### src/hdl/slotted_page_occupancy_map_unit_defines.svh
// Assertion macros for the slotted page occupancy map unit.
// Every macro samples on clock and is disabled while reset is high.
`ifndef SLOTTED_PAGE_OCCUPANCY_MAP_UNIT_DEFINES_SVH
`define SLOTTED_PAGE_OCCUPANCY_MAP_UNIT_DEFINES_SVH

// The condition must hold in the same cycle as the trigger.
`define SOPM_ASSERT_IMPL(label, ante, cons, msg) \
   label: assert property (@(posedge clock) disable iff (reset) (ante) |-> (cons)) \
      else $error(msg);

// The condition must hold in the cycle after the trigger.
`define SOPM_ASSERT_NEXT(label, ante, cons, msg) \
   label: assert property (@(posedge clock) disable iff (reset) (ante) |=> (cons)) \
      else $error(msg);

`endif

### src/hdl/sopm_pkg.sv
// Package for the slotted page occupancy map unit: field widths, operation codes, CSR and
// status constants, sequencer states and parameter defaults. Depends on nothing.
`timescale 1ns / 1ps

package sopm_pkg;

   localparam int DEF_PAGE_BYTES   = 4096;
   localparam int DEF_HEADER_BYTES = 12;
   localparam int DEF_MAX_SLOTS    = 2048;

   localparam int WORD_W     = 64;
   localparam int WORD_LSB   = 6;
   localparam int FUNC_W     = 2;
   localparam int SLOT_W     = 11;
   localparam int COUNT_W    = 12;
   localparam int REC_W      = 12;
   localparam int CSR_DATA_W = 32;
   localparam int CSR_ADDR_W = 3;

   localparam logic CSR_REG_RECORD_BYTES = 1'b0;

   localparam logic STATUS_OK    = 1'b0;
   localparam logic STATUS_RANGE = 1'b1;

   typedef enum logic [1:0] {
      FUNC_PUT    = 2'd0,
      FUNC_ERASE  = 2'd1,
      FUNC_QUERY  = 2'd2,
      FUNC_FORMAT = 2'd3
   } func_type;

   typedef enum logic [1:0] {
      ST_IDLE   = 2'd0,
      ST_LOOKUP = 2'd1,
      ST_DIVIDE = 2'd2,
      ST_SCAN   = 2'd3
   } state_type;

endpackage

### src/hdl/slotted_page_occupancy_map_unit.sv
// Put, erase and query pass from accept through a lookup state and a scan state to rsp_strobe;
// an out-of-range slot skips the lookup. The scan reads one 64-bit word per cycle.
// Format replaces the lookup by a restoring divider and always ends its scan at the first word.
// busy stays high until the strobe cycle, and a new request may be accepted in that cycle.
// Synchronous reset clears the state, counts and row valid bits and sets record_bytes to 1.
`timescale 1ns / 1ps
`include "slotted_page_occupancy_map_unit_defines.svh"

module slotted_page_occupancy_map_unit #(
   parameter int PAGE_BYTES   = sopm_pkg::DEF_PAGE_BYTES,
   parameter int HEADER_BYTES = sopm_pkg::DEF_HEADER_BYTES,
   parameter int MAX_SLOTS    = sopm_pkg::DEF_MAX_SLOTS
) (
   input  logic                            clock,
   input  logic                            reset,
   input  logic                            start,
   output logic                            busy,
   input  logic [sopm_pkg::FUNC_W-1:0]     req_func,
   input  logic [sopm_pkg::SLOT_W-1:0]     req_slot,
   output logic                            rsp_strobe,
   output logic                            rsp_status,
   output logic                            rsp_was_occupied,
   output logic [sopm_pkg::SLOT_W-1:0]     rsp_lowest_free,
   output logic                            rsp_any_free,
   output logic [sopm_pkg::COUNT_W-1:0]    rsp_used_count,
   output logic [sopm_pkg::COUNT_W-1:0]    rsp_slot_total,
   input  logic                            psel,
   input  logic                            penable,
   input  logic                            pwrite,
   input  logic [sopm_pkg::CSR_ADDR_W-1:0] paddr,
   input  logic [sopm_pkg::CSR_DATA_W-1:0] pwdata,
   output logic [sopm_pkg::CSR_DATA_W-1:0] prdata,
   output logic                            pready
);
   import sopm_pkg::*;

   localparam int NWORDS  = (MAX_SLOTS + WORD_W - 1) / WORD_W;
   localparam int WIDX_W  = (NWORDS > 1) ? $clog2(NWORDS) : 1;
   localparam int CNT_W   = $clog2(MAX_SLOTS + 1);
   localparam int AREA    = PAGE_BYTES - HEADER_BYTES;
   localparam int AREA_W  = ($clog2(AREA + 1) < 2) ? 2 : $clog2(AREA + 1);
   localparam int DIVR_W  = REC_W + 1;
   localparam int REM_W   = DIVR_W + 1;
   localparam int ITER_W  = $clog2(AREA_W + 1);
   localparam int BASE_W  = WIDX_W + WORD_LSB;
   localparam int CMP_W   = ((BASE_W > CNT_W) ? BASE_W : CNT_W) + 1;

   state_type               state_ff, state_in;
   func_type                func_ff, func_in;
   logic [SLOT_W-1:0]       slot_ff, slot_in;
   logic                    status_ff, status_in;
   logic                    was_ff, was_in;
   logic [CNT_W-1:0]        slot_count_ff, slot_count_in;
   logic [CNT_W-1:0]        used_ff, used_in;
   logic [REC_W-1:0]        rec_ff, rec_in;
   logic [AREA_W-1:0]       dvd_ff, dvd_in;
   logic [DIVR_W-1:0]       rem_ff, rem_in;
   logic [ITER_W-1:0]       iter_ff, iter_in;
   logic [WIDX_W-1:0]       scan_idx_ff, scan_idx_in;
   logic [WIDX_W-1:0]       chk_idx_ff, chk_idx_in;
   logic                    chk_vld_ff, chk_vld_in;
   logic [NWORDS-1:0]       row_valid_ff, row_valid_in;

   logic                    rsp_strobe_ff, rsp_strobe_in;
   logic                    rsp_status_ff, rsp_status_in;
   logic                    rsp_was_ff, rsp_was_in;
   logic [SLOT_W-1:0]       rsp_lowest_ff, rsp_lowest_in;
   logic                    rsp_any_ff, rsp_any_in;
   logic [COUNT_W-1:0]      rsp_used_ff, rsp_used_in;
   logic [COUNT_W-1:0]      rsp_total_ff, rsp_total_in;

   logic [WORD_W-1:0]       bitmap_mem [NWORDS];
   logic [WORD_W-1:0]       rd_data_ff;
   logic                    rd_valid_ff;
   logic                    mem_we;
   logic [WIDX_W-1:0]       mem_waddr;
   logic [WIDX_W-1:0]       mem_raddr;
   logic [WORD_W-1:0]       mem_wdata;
   logic [WORD_W-1:0]       eff_word;

   logic                    accept;
   logic                    req_out_of_range;
   logic                    csr_write;
   logic [DIVR_W-1:0]       divisor;
   logic [REM_W-1:0]        rem_shift;
   logic                    rem_ge;
   logic [AREA_W-1:0]       quotient;

   logic [BASE_W-1:0]       chk_base;
   logic                    chk_in_range;
   logic [CNT_W-1:0]        chk_rem;
   logic [WORD_W-1:0]       chk_mask;
   logic [WORD_W-1:0]       free_vec;
   logic [WORD_LSB-1:0]     free_bit;
   logic                    chk_found;
   logic                    chk_last;
   logic                    chk_done;
   logic [WORD_LSB-1:0]     slot_bit;
   logic                    cur_bit;

   assign accept           = start && (state_ff == ST_IDLE);
   assign busy             = (state_ff != ST_IDLE);
   assign req_out_of_range = (32'(req_slot) >= 32'(slot_count_ff));
   assign eff_word         = rd_valid_ff ? rd_data_ff : '0;
   assign slot_bit         = slot_ff[WORD_LSB-1:0];
   assign cur_bit          = eff_word[slot_bit];

   assign csr_write = psel && penable && pwrite && pready
                      && (paddr[2] == CSR_REG_RECORD_BYTES);
   assign pready    = 1'b1;
   assign prdata    = (paddr[2] == CSR_REG_RECORD_BYTES) ? CSR_DATA_W'(rec_ff) : '0;

   assign divisor   = DIVR_W'(rec_ff) + DIVR_W'(1);
   assign rem_shift = {rem_ff, dvd_ff[AREA_W-1]};
   assign rem_ge    = (rem_shift >= REM_W'(divisor));
   assign quotient  = {dvd_ff[AREA_W-2:0], rem_ge};

   assign chk_base     = {chk_idx_ff, {WORD_LSB{1'b0}}};
   assign chk_in_range = (CMP_W'(slot_count_ff) > CMP_W'(chk_base));
   assign chk_rem      = CNT_W'(CMP_W'(slot_count_ff) - CMP_W'(chk_base));
   assign chk_last     = (CMP_W'(slot_count_ff) <= (CMP_W'(chk_base) + CMP_W'(WORD_W)));
   assign free_vec     = ~eff_word & chk_mask;
   assign chk_found    = (free_vec != '0);
   assign chk_done     = chk_vld_ff && (chk_found || chk_last);

   always_comb begin
      if (!chk_in_range) begin
         chk_mask = '0;
      end else if (32'(chk_rem) >= 32'(WORD_W)) begin
         chk_mask = '1;
      end else begin
         chk_mask = WORD_W'(((WORD_W + 1)'(1) << chk_rem) - (WORD_W + 1)'(1));
      end
   end

   always_comb begin
      free_bit = '0;
      for (int j = WORD_W - 1; j >= 0; j--) begin
         if (free_vec[j]) begin
            free_bit = WORD_LSB'(j);
         end
      end
   end

   always_comb begin
      state_in = state_ff;
      case (state_ff)
         ST_IDLE: begin
            if (accept) begin
               if (func_type'(req_func) == FUNC_FORMAT) begin
                  state_in = ST_DIVIDE;
               end else if (req_out_of_range) begin
                  state_in = ST_SCAN;
               end else begin
                  state_in = ST_LOOKUP;
               end
            end
         end
         ST_LOOKUP: begin
            state_in = ST_SCAN;
         end
         ST_DIVIDE: begin
            if (iter_ff == ITER_W'(1)) begin
               state_in = ST_SCAN;
            end
         end
         ST_SCAN: begin
            if (chk_done) begin
               state_in = ST_IDLE;
            end
         end
         default: begin
            state_in = ST_IDLE;
         end
      endcase
   end

   always_comb begin
      func_in       = func_ff;
      slot_in       = slot_ff;
      status_in     = status_ff;
      was_in        = was_ff;
      slot_count_in = slot_count_ff;
      used_in       = used_ff;
      rec_in        = csr_write ? pwdata[REC_W-1:0] : rec_ff;
      dvd_in        = dvd_ff;
      rem_in        = rem_ff;
      iter_in       = iter_ff;
      scan_idx_in   = scan_idx_ff;
      chk_idx_in    = chk_idx_ff;
      chk_vld_in    = 1'b0;
      row_valid_in  = row_valid_ff;
      mem_we        = 1'b0;
      mem_waddr     = WIDX_W'(slot_ff >> WORD_LSB);
      mem_wdata     = eff_word;
      mem_raddr     = WIDX_W'(req_slot >> WORD_LSB);
      rsp_strobe_in = 1'b0;
      rsp_status_in = rsp_status_ff;
      rsp_was_in    = rsp_was_ff;
      rsp_lowest_in = rsp_lowest_ff;
      rsp_any_in    = rsp_any_ff;
      rsp_used_in   = rsp_used_ff;
      rsp_total_in  = rsp_total_ff;
      case (state_ff)
         ST_IDLE: begin
            if (accept) begin
               func_in     = func_type'(req_func);
               slot_in     = req_slot;
               status_in   = STATUS_OK;
               was_in      = 1'b0;
               scan_idx_in = '0;
               dvd_in      = AREA_W'(AREA);
               rem_in      = '0;
               iter_in     = ITER_W'(AREA_W);
               if (func_type'(req_func) != FUNC_FORMAT && req_out_of_range) begin
                  status_in = STATUS_RANGE;
               end
            end
         end
         ST_LOOKUP: begin
            was_in = cur_bit;
            if (func_ff == FUNC_PUT && !cur_bit) begin
               mem_we             = 1'b1;
               mem_wdata[slot_bit] = 1'b1;
               used_in            = used_ff + CNT_W'(1);
            end else if (func_ff == FUNC_ERASE && cur_bit) begin
               mem_we             = 1'b1;
               mem_wdata[slot_bit] = 1'b0;
               used_in            = used_ff - CNT_W'(1);
            end
            if (mem_we) begin
               row_valid_in[mem_waddr] = 1'b1;
            end
         end
         ST_DIVIDE: begin
            rem_in  = rem_ge ? DIVR_W'(rem_shift - REM_W'(divisor)) : DIVR_W'(rem_shift);
            dvd_in  = quotient;
            iter_in = iter_ff - ITER_W'(1);
            if (iter_ff == ITER_W'(1)) begin
               slot_count_in = (32'(quotient) > 32'(MAX_SLOTS)) ? CNT_W'(MAX_SLOTS)
                                                                : CNT_W'(quotient);
               row_valid_in  = '0;
               used_in       = '0;
            end
         end
         ST_SCAN: begin
            mem_raddr   = scan_idx_ff;
            scan_idx_in = scan_idx_ff + WIDX_W'(1);
            chk_idx_in  = scan_idx_ff;
            chk_vld_in  = 1'b1;
            if (chk_done) begin
               chk_vld_in    = 1'b0;
               rsp_strobe_in = 1'b1;
               rsp_status_in = status_ff;
               rsp_was_in    = was_ff;
               rsp_any_in    = chk_found;
               rsp_lowest_in = chk_found ? SLOT_W'(CMP_W'(chk_base) + CMP_W'(free_bit)) : '0;
               rsp_used_in   = COUNT_W'(used_ff);
               rsp_total_in  = COUNT_W'(slot_count_ff);
            end
         end
         default: begin
            chk_vld_in = 1'b0;
         end
      endcase
   end

   always_ff @(posedge clock) begin
      if (mem_we) begin
         bitmap_mem[mem_waddr] <= mem_wdata;
      end
      rd_data_ff  <= bitmap_mem[mem_raddr];
      rd_valid_ff <= row_valid_ff[mem_raddr];
   end

   always_ff @(posedge clock) begin
      if (reset) begin
         state_ff      <= ST_IDLE;
         slot_count_ff <= '0;
         used_ff       <= '0;
         rec_ff        <= REC_W'(1);
         row_valid_ff  <= '0;
         chk_vld_ff    <= 1'b0;
         rsp_strobe_ff <= 1'b0;
      end else begin
         state_ff      <= state_in;
         slot_count_ff <= slot_count_in;
         used_ff       <= used_in;
         rec_ff        <= rec_in;
         row_valid_ff  <= row_valid_in;
         chk_vld_ff    <= chk_vld_in;
         rsp_strobe_ff <= rsp_strobe_in;
      end
   end

   always_ff @(posedge clock) begin
      func_ff       <= func_in;
      slot_ff       <= slot_in;
      status_ff     <= status_in;
      was_ff        <= was_in;
      dvd_ff        <= dvd_in;
      rem_ff        <= rem_in;
      iter_ff       <= iter_in;
      scan_idx_ff   <= scan_idx_in;
      chk_idx_ff    <= chk_idx_in;
      rsp_status_ff <= rsp_status_in;
      rsp_was_ff    <= rsp_was_in;
      rsp_lowest_ff <= rsp_lowest_in;
      rsp_any_ff    <= rsp_any_in;
      rsp_used_ff   <= rsp_used_in;
      rsp_total_ff  <= rsp_total_in;
   end

   assign rsp_strobe       = rsp_strobe_ff;
   assign rsp_status       = rsp_status_ff;
   assign rsp_was_occupied = rsp_was_ff;
   assign rsp_lowest_free  = rsp_lowest_ff;
   assign rsp_any_free     = rsp_any_ff;
   assign rsp_used_count   = rsp_used_ff;
   assign rsp_slot_total   = rsp_total_ff;

   `SOPM_ASSERT_IMPL(a_strobe_in_idle, rsp_strobe, state_ff == ST_IDLE, "strobe outside idle")
   `SOPM_ASSERT_NEXT(a_accept_sets_busy, start && !busy, busy, "accepted request not busy")
   `SOPM_ASSERT_IMPL(a_used_within_total, 1'b1, used_ff <= slot_count_ff, "used count too big")
   `SOPM_ASSERT_IMPL(a_range_not_occupied, rsp_strobe && rsp_status, !rsp_was_occupied,
      "rejected request reports occupancy")
   `SOPM_ASSERT_IMPL(a_free_below_total, rsp_strobe && rsp_any_free,
      COUNT_W'(rsp_lowest_free) < rsp_slot_total, "lowest free slot beyond slot count")

endmodule
### config.mk
export PLATFORM = sky130hd
export DESIGN_NAME = slotted_page_occupancy_map_unit
export DESIGN_NICKNAME = d
export VERILOG_FILES = /design/src/hdl/sopm_pkg.sv /design/src/hdl/slotted_page_occupancy_map_unit.sv
export VERILOG_INCLUDE_DIRS = /design/src /design/src/hdl
export SDC_FILE = /design/constraint.sdc
export NUM_CORES = 2
export LEC_CHECK = 0
export ABC_CLOCK_PERIOD_IN_PS = 6500
export BUFFER_PORTS_ARGS = -buffer_cell sky130_fd_sc_hd__buf_2
export CAP_MARGIN = 25
export CELL_PAD_IN_SITES_DETAIL_PLACEMENT = 0
export CELL_PAD_IN_SITES_GLOBAL_PLACEMENT = 1
export CORE_MARGIN = 2
export CORE_UTILIZATION = 45
export CTS_CLUSTER_SIZE = 14
export DETAILED_ROUTE_END_ITERATION = 7
export PLACE_DENSITY_LB_ADDON = 0.12
export RECOVER_POWER = 50
export SYNTH_ARGS = -nofsm -noshare
export SYNTH_HDL_FRONTEND = slang
export SYNTH_SLANG_ARGS = --single-unit
### constraint.sdc
create_clock -name clock -period 6.5 [get_ports clock]
set_clock_uncertainty 0.15 [all_clocks]
set_input_delay 1.3 -clock clock [delete_from_list [all_inputs] [get_ports clock]]
set_output_delay 1.3 -clock clock [all_outputs]
set_load 0.02 [all_outputs]
==> results.toml <==
[drt]
first_pass_iters = 6
post_drt_wl_per_cell_um = 31.4
vias = 52500
drt-total-wl_mm = 270
detail_route.iter0.violations = 6021
post_drt_via_cell_ratio = 6.10
drt.antenna.violating_nets = 0
drc = 0

[clocking]
clock_sinks = 2277
cts_setup_buffers = 0
cts_root_buffer = "sky130_fd_sc_hd__clkbuf_16"
cts_hold_repair.buffers = 0
clkLatencyLatePin_ps = 890
clk_pin_slew_ps = 70
cts-root-to-sink-buffers = 3
numCtsBuffers = 229
clock_tree.htree_level_count = 4
post_cts_sizing = 0
tritoncts = "yes"

[critical_path]
path_cells = "buf_4, mux2_2, a221oi_1, o22ai_1, a22oi_1, a21oi_1, o31ai_1, clkbuf_1, xor2_1, nor3b_1, clkbuf_1, nand2_1, buf_4, nor2_1, buf_2"
r2r.worst_path.cells = 15
reg2reg_to = "bitmap_mem[10][0]$_DFFE_PP_"
regToRegStartpoint = "slot_ff[1]$_DFFE_PP_"
cpMaxStageDelayCell = "sky130_fd_sc_hd__o31ai_1"
reg2reg_setup_slack_ps = 180
startpoint = "slot_ff[1]$_DFFE_PP_"
start_kind = "flip-flop"
worst-endpoint-required_ps = 6850
critical_path.endpoint = "bitmap_mem[10][0]$_DFFE_PP_"
arrival_ps = 6670
cp_slowest_stage_delay_ps = 800
end_kind = "flip-flop"
path_max_fanout = 16
crit_type = "reg2reg"

[global_routing]
first_pass_grt_wire_length_mm = 386
groute.usage.overall = 0.258
grt_antenna_before_repair = 5
grt_start_max_net_pins = 90
grt_overflow = 0
grt_pass1_vias = 52000

[job]
cap_viol_max_count = 7

[logic_synthesis]
number_of_synthesized_flops_with_an_enable_pin = 2140
synth_largest_type_area_fraction = 0.694
synth.largest_area_cell = "sky130_fd_sc_hd__edfxtp_1"
yosys.cell_types.count = 92
synthesis.yosys.warnings = 0
synth.yosys.seq_area_share = 0.724
synth.top_cells.by_count = "2140 x sky130_fd_sc_hd__edfxtp_1, 748 x sky130_fd_sc_hd__nand2_1, 526 x sky130_fd_sc_hd__mux4_2"
syn_area_per_cell_um2 = 17.0
synth_cells = 5440
synth_ff_type = "sky130_fd_sc_hd__edfxtp_1"
mappedNetlistArea_um2 = 92600
library_cell_with_the_highest_instance_count_after_synthesis = "sky130_fd_sc_hd__edfxtp_1"
post_synth_main_area_contributors = "sky130_fd_sc_hd__edfxtp_1 69%, sky130_fd_sc_hd__mux4_2 13%, sky130_fd_sc_hd__nand2_1 3.0%"
async_flop_share = 0
ys_ff_latch = 2277

[floorplan]
die_h_um = 458
initial_utilization = 0.453
ioPinCount = 127
placement_rows = 166
die_area_um2 = 209000
coreArea_um2 = 205000
die_w_um = 458

[finish]
register_area_um2 = 67000
multiInputGateArea_um2 = 24500
area_growth_syn_to_layout_pct = 14.0
nets = 5819
layout-drive-gt1-share = 0.207
nFillCells = 16700

[run_status]
status = "finished with violations"
failing_checks = "max-capacitance violations, max-slew violations"

[placed_design]
gpl.final_weighted_congestion = 0.935
portBuffers = 83
dpl.hpwl_mm = 153
post-place-ws_ps = 376

[pwr]
power-per-cell-area_nw_per_um2 = 346
p_leak_nw = 34.9
max-vdd-ir-drop_uv = 316

[timing]
max_slew.worst_pin.slew_ps = 2410
setup_ws_ps = 184
rel_slew_slack = -0.609
max_freq_mhz = 158
grt_setup_unrepaired = "false"
slew_violations = 231
report.final.setup_viol = 0
setup-tns-final_ps = 0
fin_hold_viols = 0
fin_crit_ps = 6320
finalCritPeriodShare = 0.972

[hold_path]
hold_class = "reg2reg"
==> power breakdown <==
group	internal, mW	leakage, nW	total, mW	switching, mW
clock network	7.36	3.63	13.0	5.64
logic	2.21	10.4	6.04	3.84
registers	17.0	20.8	17.5	0.485
==> layer usage <==
| layer | global-route usage | vias to the layer above | part of all wire |
|---|---|---|---|
| li1 | - | 22100 | - |
| met1 | 0.375 | 28000 | 0.43 |
| met2 | 0.406 | 2055 | 0.47 |
| met3 | 0.0424 | 391 | 0.073 |
| met4 | 0.0663 | 4 | 0.025 |
| met5 | 0 | - | 0.00014 |
==> kinds of logic (layout without fill, tap and decap cells) <==
logic type                 after synthesis  in the layout  share of synthesized area
AOI/OAI and AO/OA                      495            495                     0.0363
xor gates and xnor gates                52             52                    0.00492
adders and majority gates               58             58                    0.00808
buffers and inverters                  393            844                     0.0173
DFF                                   2277           2277                      0.724
muxes                                  566            566                      0.132
other                                    2             26                  0.0000811
and+or+nand+nor                       1597           1597                     0.0774
==> worst min-delay path by stage <==
stage,start,endpoint,slack [ps],cells past startpoint
2_1_floorplan,status_ff$_DFFE_PP_,rsp_status$_DFFE_PP_,250,0
3_3_place_gp,status_ff$_DFFE_PP_,rsp_status$_DFFE_PP_,280,0
3_5_place_dp,status_ff$_DFFE_PP_,rsp_status$_DFFE_PP_,290,0
4_1_cts,status_ff$_DFFE_PP_,rsp_status$_DFFE_PP_,310,0
5_1_grt,status_ff$_DFFE_PP_,rsp_status$_DFFE_PP_,320,0
6_report,status_ff$_DFFE_PP_,rsp_status$_DFFE_PP_,310,0
==> sequential cells by signal (all words and copies together) (netlist names), 2 cells and up <==
register / count
row_valid_ff: 32
chk_idx_ff: 5
bitmap_mem: 2048
dvd_ff: 12
scan_idx_ff: 5
rem_ff: 13
rec_ff: 12
state_ff: 2
rsp_slot_total: 12
slot_count_ff: 12
used_ff: 12
iter_ff: 4
rd_data_ff: 64
slot_ff: 11
rsp_lowest_free: 11
func_ff: 2
rsp_used_count: 12
==> layout by cell type, fill, tap and decap left out, types with 20 or more instances in the layout <==
cell	count
sky130_fd_sc_hd__clkinv_2	44
sky130_fd_sc_hd__clkinv_1	45
sky130_fd_sc_hd__o22ai_2	21
sky130_fd_sc_hd__nand2_1	748
sky130_fd_sc_hd__clkbuf_16	232
sky130_fd_sc_hd__clkbuf_8	22
sky130_fd_sc_hd__buf_4	119
sky130_fd_sc_hd__mux2i_1	24
sky130_fd_sc_hd__xor2_1	20
sky130_fd_sc_hd__o21ai_0	81
sky130_fd_sc_hd__a31oi_1	46
sky130_fd_sc_hd__inv_1	49
sky130_fd_sc_hd__clkbuf_2	38
sky130_fd_sc_hd__a21oi_1	82
sky130_fd_sc_hd__ha_1	55
sky130_fd_sc_hd__nand3_1	433
sky130_fd_sc_hd__xnor2_1	31
sky130_fd_sc_hd__buf_12	67
sky130_fd_sc_hd__conb_1	21
sky130_fd_sc_hd__nor2_1	200
sky130_fd_sc_hd__nor3_1	25
sky130_fd_sc_hd__clkbuf_1	153
sky130_fd_sc_hd__dfxtp_1	136
sky130_fd_sc_hd__edfxtp_1	2140
sky130_fd_sc_hd__a221oi_1	24
sky130_fd_sc_hd__mux4_2	526
sky130_fd_sc_hd__nor2b_1	34
sky130_fd_sc_hd__nand2b_1	24
sky130_fd_sc_hd__a21o_1	21
sky130_fd_sc_hd__o211ai_1	50
==> final cells by class <==
cell class,count,share of cell area
diodes,5,0.000118
inverters,52,0.00185
well taps,2688,0.0319
clock buffers,308,0.0598
clock inverters,126,0.0106
multi-input cells,2789,0.232
flip-flops and latches,2277,0.635
repair buffers,358,0.0291
==> through the flow <==
stage	util	instance area [um^2]	hold slack, ps	total power [mW]	instances
after CTS	0.519	106000	307	36.8	8595
after detailed placement	0.483	98800	293	23.9	8161
after global placement	0.483	98800	278	23.8	8157
after floorplan	-	92700	250	21.5	5459
after global routing	0.516	106000	324	37.9	8600
final	0.516	106000	310	36.5	8603
==> worst max-delay path: cells and delay by family, from the launching register on <==
family | cells | cell delay, ps
compound gates | 5 | 1420
xor+xnor | 1 | 270
buf+inv | 5 | 1850
flops | 1 | 740
mux | 1 | 360
simple gates | 3 | 1090
(Power assumes the default switching activity.)
